**config.mk**
```make
export PLATFORM = sky130hd
export DESIGN_NAME = elp_ram
export DESIGN_NICKNAME = d
export VERILOG_FILES = /design/src/sv/elp_ram.sv
export SDC_FILE = /design/constraint.sdc
export NUM_CORES = 2
export LEC_CHECK = 0
export BUFFER_PORTS_ARGS = -buffer_cell sky130_fd_sc_hd__clkbuf_2
export CORE_MARGIN = 8
export CORE_UTILIZATION = 35
export DETAILED_ROUTE_END_ITERATION = 12
export PLACE_DENSITY = 0.49
export SETUP_SLACK_MARGIN = 0.5
export SLEW_MARGIN = 20
export SYNTH_ARGS = -nofsm -noshare
export SYNTH_HDL_FRONTEND = slang
export SYNTH_SLANG_ARGS = --single-unit
```
**constraint.sdc**
```tcl
create_clock -name clock -period 3.15 [get_ports clock]
set_clock_uncertainty 0.15 [all_clocks]
set_input_delay 0.1575 -clock clock [delete_from_list [all_inputs] [get_ports clock]]
set_output_delay 0.1575 -clock clock [all_outputs]
set_load 0.005 [all_outputs]
```
**src/sv/elp_ram.sv**
```systemverilog
module elp_ram #(
   parameter int unsigned WIDTH = 32,
   parameter int unsigned DEPTH = 64
) (
   input  logic                     clock,
   input  logic                     wr_en,
   input  logic [$clog2(DEPTH)-1:0] wr_addr,
   input  logic [WIDTH-1:0]         wr_data,
   input  logic [$clog2(DEPTH)-1:0] rd_addr,
   output logic [WIDTH-1:0]         rd_data
);

   logic [WIDTH-1:0] mem_ff [DEPTH];
   logic [WIDTH-1:0] rd_data_ff;

   always_ff @(posedge clock) begin
      if (wr_en) begin
         mem_ff[wr_addr] <= wr_data;
      end
      rd_data_ff <= mem_ff[rd_addr];
   end

   assign rd_data = rd_data_ff;

endmodule

```
# ---- Yosys cells after proc, flatten, opt, wreduce, memory -nomap -nowiden
# Memories as Yosys holds them, arrays and structs flattened. A register that Yosys moved wholly into a read port is not among the register bits.
# Index checks and enable logic that the tools add are counted.
dict set report totals {
  register_bits 0
  mem_count 1
  ram_bits 2048
  out_inout_bits 32
  wordCells 3
  inputBits 46
}
dict set report classes {
  muxes 2
}
# memory depth width read_ports rd_ports_with_merged_regs wr line_no
set memory_table {}
lappend memory_table {mem_ff 64 32 1 1 1 13} ;# logic [WIDTH-1:0] mem_ff [DEPTH];
# op n
set op_table {}
lappend op_table {{1-bit 2-to-1 mux} 2}

# ---- Longest topological paths before layout
dict set report logic_depth {
  depth_word 2
  depth_mapped 10
}

# ---- Worst setup path after synthesis
# No wires, ideal clock.
dict set report synth_path {
  path_type {input-to-reg}
  startpoint {input wr_addr[3]}
  endpoint {memory mem_ff[48][0], enable pin}
  path_stages 4
  required_time_ns 2.539
  slack_ns -0.317
  arrival_ns 2.856
  cell_sequence {clkbuf_1 nor2b_1 nand4b_1 nor3_1}
}
# item line_no
set synth_rtl {}
lappend synth_rtl {{start, declared} 7} ;# input logic [$clog2(DEPTH)-1:0] wr_addr,
lappend synth_rtl {{end, declared} 13}
# Straight into the memory's write port.

# ---- Worst setup path after layout
dict set report layout_path {
  startpoint {input wr_addr[4]}
  endpoint {memory mem_ff[49][24], enable pin}
}
# Straight into the memory's write port.

==> results.tsv <==
stage	metric	value	unit
run_status	status	completed	
logic_synthesis	asr flop ratio synth	0	%
timing	worst slew pin tran	1.09	ns
placement	Area after DPL	85600	µm²
layout	post-layout util	41.5	%
placement	gp weighted congestion	0.761	
floorplanning	Die H	490	µm
timing	Final Hold Violating Endpoints	0	
drt	Vias/cell	5.34	
global_routing	gr usage total	18.1	%
logic_synthesis	Syn Nets	3370	
floorplanning	core area	224000	µm²
floorplanning	Site Rows	174	
power	share of total power in the clock network	42.9	%
drt	Vias	37100	
timing	Max Transition Viols Final	0	
timing	crit share post-route	83.9	%
drt	Antenna Nets Post-Route	0	
worst_setup_path	worst reg2reg setup slack	0.74	ns
placement	post-place setup slack	0.0573	ns
placement	# port buffers	77	
logic_synthesis	synthesized cell area	78500	µm²
logic_synthesis	ys flop type	edfxtp_1	
power	Logic pwr share	5.1	%
layout	# nets final	3798	
layout	fillers	19400	
logic_synthesis	synth warn	0	
global_routing	first-pass GRT wire length	307000	µm
placement	HPWL after DPL	128000	µm
logic_synthesis	post-synthesis sequential element count	2080	
power	sw frac	21.4	%
global_routing	vias in the first global route	38600	
cts	H-tree depth	4	
global_routing	grt total ovfl	0	
timing	Rel. slew slack	27.4	%
logic_synthesis	Synth area leader	edfxtp_1	
worst_hold_path	Worst Hold Class	input port to register	
timing	Tmin final	2.64	ns
timing	final setup fails	0	
cts	Worst-path clk slew	0.06	ns
power	PwrDens	636	nW/µm²
logic_synthesis	register area share after synthesis	79.1	%
logic_synthesis	Post-synth EDFFs	2048	
run	max-capacitance violation count	0	
layout	layout cells sized above 1	32.5	%
worst_setup_path	CP required	3.51	ns
floorplanning	IO Pins	78	
timing	Hold Worst Slack	0.0498	ns
global_routing	antenna violations before repair	16	
global_routing	largest net degree at the start of global routing	65	
drt	DRC Markers	0	
worst_setup_path	worst-path fanout max	28	
timing	Final WS setup	0.508	ns
timing	RSZ-0062 raised after global routing	no	
worst_setup_path	critical path data arrival time	3.00	ns
timing	Max Clk Rate	379	MHz
logic_synthesis	Cell variety after synth	34	
drt	DR WL/cell	31.5	µm
cts	CTS Buffer Depth	3	
worst_setup_path	Worst Reg-to-Reg Cells	4	
logic_synthesis	Synth top cells by count	edfxtp_1 (2048), mux4_2 (544), nor2_1 (137), mux2i_1 (93), o22ai_1 (84)	
worst_setup_path	crit path kind	input port to register	
drt	DRT Pass-1 Iters	5	
cts	CTS buffer count	219	
cts	Root Driver	clkbuf_16	
drt	1st-iter DRT viols	3376	
layout	Layout area overhead	18.5	%
cts	clock latency on the worst-skew pair	0.86	ns
power	Peak VDD IR	0.593	mV
power	sequential share of power	52.0	%
layout	multi-input combinational cell area	16000	µm²
worst_setup_path	FF-to-FF End	rd_data[30]$_DFF_P_	
floorplanning	Starting Density	35.0	%
cts	CTS tree	done	
timing	Setup TNS Final	0	ns
cts	CTS sink cnt	2080	
cts	Post-CTS Setup Inserts	0	
drt	Total Wirelength	219000	µm
logic_synthesis	synth top area cells	edfxtp_1 (78%), mux4_2 (16%), mux2i_1 (1.2%)	
power	P_leak	29.0	nW
power	Internal	0.0466	W
logic_synthesis	Post-Syn Instances	3324	
layout	Register Area	62100	µm²
worst_setup_path	worst setup path endpoint	mem_ff[49][24]$_DFFE_PP_	
layout	final instance area	93100	µm²
worst_setup_path	Startpoint Class	input port	
floorplanning	width of the die	490	µm
worst_setup_path	Worst Setup End Kind	register	
worst_hold_path	hold_sp	wr_data[28]	
floorplanning	die area	240000	µm²
power	P_sw	0.0127	W
worst_setup_path	Critical R2R Launch	mem_ff[7][30]$_DFFE_PP_	
worst_setup_path	crit path from	wr_addr[4]	
logic_synthesis	syn_area_per_cell	23.6	µm²
logic_synthesis	post-synth top area share	78.3	%
logic_synthesis	count leader, synth	edfxtp_1	
## kinds of logic after synthesis
family | share of synthesized area, %
DFF | 79.1
muxes | 16.8
AOI/OAI and AO/OA | 1.67
buffers and inverters | 1.13
and+or+nand+nor | 1.27
## worst min path at each step
| stage | depth (start not counted) | end | slack, ns |
|---|---|---|---|
| floorplan | 0 | mem_ff[0][0]$_DFFE_PP_ | 0.11 |
| global placement | 1 | mem_ff[2][26]$_DFFE_PP_ | 0.21 |
| detailed placement | 1 | mem_ff[2][26]$_DFFE_PP_ | 0.23 |
| CTS | 2 | mem_ff[2][26]$_DFFE_PP_ | 0.008 |
| global route | 2 | mem_ff[2][26]$_DFFE_PP_ | 0.02 |
| finish | 1 | mem_ff[3][28]$_DFFE_PP_ | 0.05 |
## metal layers
metal / routed length, µm / vias up / global-route usage [%]
met5: 34 / - / 0
met4: 6130 / 6 / 5.33
li1: - / 15200 / -
met2: 107000 / 1090 / 29.7
met1: 93900 / 20500 / 25.0
met3: 12200 / 294 / 3.23
## layout by cell type, fill, tap and decap left out, types with 4 or more instances in the layout
| cell | netlist | routed |
|---|---|---|
| edfxtp_1 | 2048 | 2048 |
| mux4_2 | 544 | 544 |
| clkbuf_16 | 0 | 224 |
| buf_4 | 25 | 186 |
| buf_12 | 0 | 98 |
| mux2i_1 | 93 | 93 |
| o22ai_1 | 84 | 84 |
| nor2_1 | 137 | 75 |
| clkbuf_2 | 0 | 73 |
| a21oi_1 | 62 | 62 |
| nor2_4 | 0 | 62 |
| clkbuf_1 | 74 | 58 |
| clkinv_1 | 0 | 50 |
| clkinv_2 | 0 | 38 |
| dfxtp_1 | 32 | 32 |
| dlygate4sd3_1 | 0 | 28 |
| o221ai_1 | 27 | 27 |
| nand2_1 | 26 | 25 |
| bufinv_16 | 0 | 16 |
| nor2b_1 | 15 | 15 |
| clkbuf_8 | 0 | 15 |
| a22oi_1 | 12 | 12 |
| a311oi_1 | 8 | 8 |
| diode_2 | 0 | 7 |
| nand2b_1 | 8 | 7 |
| nand3b_1 | 5 | 5 |
| nor3_1 | 7 | 5 |
| nand3_1 | 5 | 5 |
| clkinv_8 | 0 | 5 |
| and3_1 | 4 | 4 |
| a41o_1 | 4 | 4 |
| o32ai_1 | 4 | 4 |
| clkinvlp_4 | 0 | 4 |
## sequential cells by signal (all words and copies together) (netlist names)
signal and cells:
mem_ff 2048, rd_data 32
## what timing repair did
item	CTS	global route
hold endpoints to repair	819	96
resized for setup	0	0
hold buffers	26	2
## power groups by stage
stage | registers [W] | clock network, W | logic [W]
after floorplan | 0.0313 | 0 | 0.00149
after global placement | 0.0314 | 0 | 0.00305
after detailed placement | 0.0314 | 0 | 0.00307
after CTS | 0.0308 | 0.0260 | 0.00310
after global routing | 0.0308 | 0.0270 | 0.00323
final | 0.0308 | 0.0254 | 0.00302
## metrics by stage
step	std cells	power, W
global route	6944	0.0610
global placement	6493	0.0344
detailed placement	6493	0.0345
CTS	6936	0.0599
finish	6947	0.0592
floorplan	3324	0.0328
## cell type report
| class | instances | area share, % |
|---|---|---|
| Sequential cell | 2080 | 66.8 |
| Timing Repair Buffer | 389 | 4.36 |
| Clock inverter | 120 | 1.17 |
| Clock buffer | 297 | 6.48 |
| Antenna cell | 7 | 0.0188 |
| Tap cell | 2992 | 4.02 |
| Multi-Input combinational cell | 1062 | 17.2 |
## worst max-delay path, cell delays in order
cell and delay (ns):
dlygate4sd3_1 0.59, clkbuf_2 0.28, nand4_1 0.53, nor3_4 0.27, dlygate4sd3_1 0.78, buf_12 0.31
(Power assumes the default switching activity.)
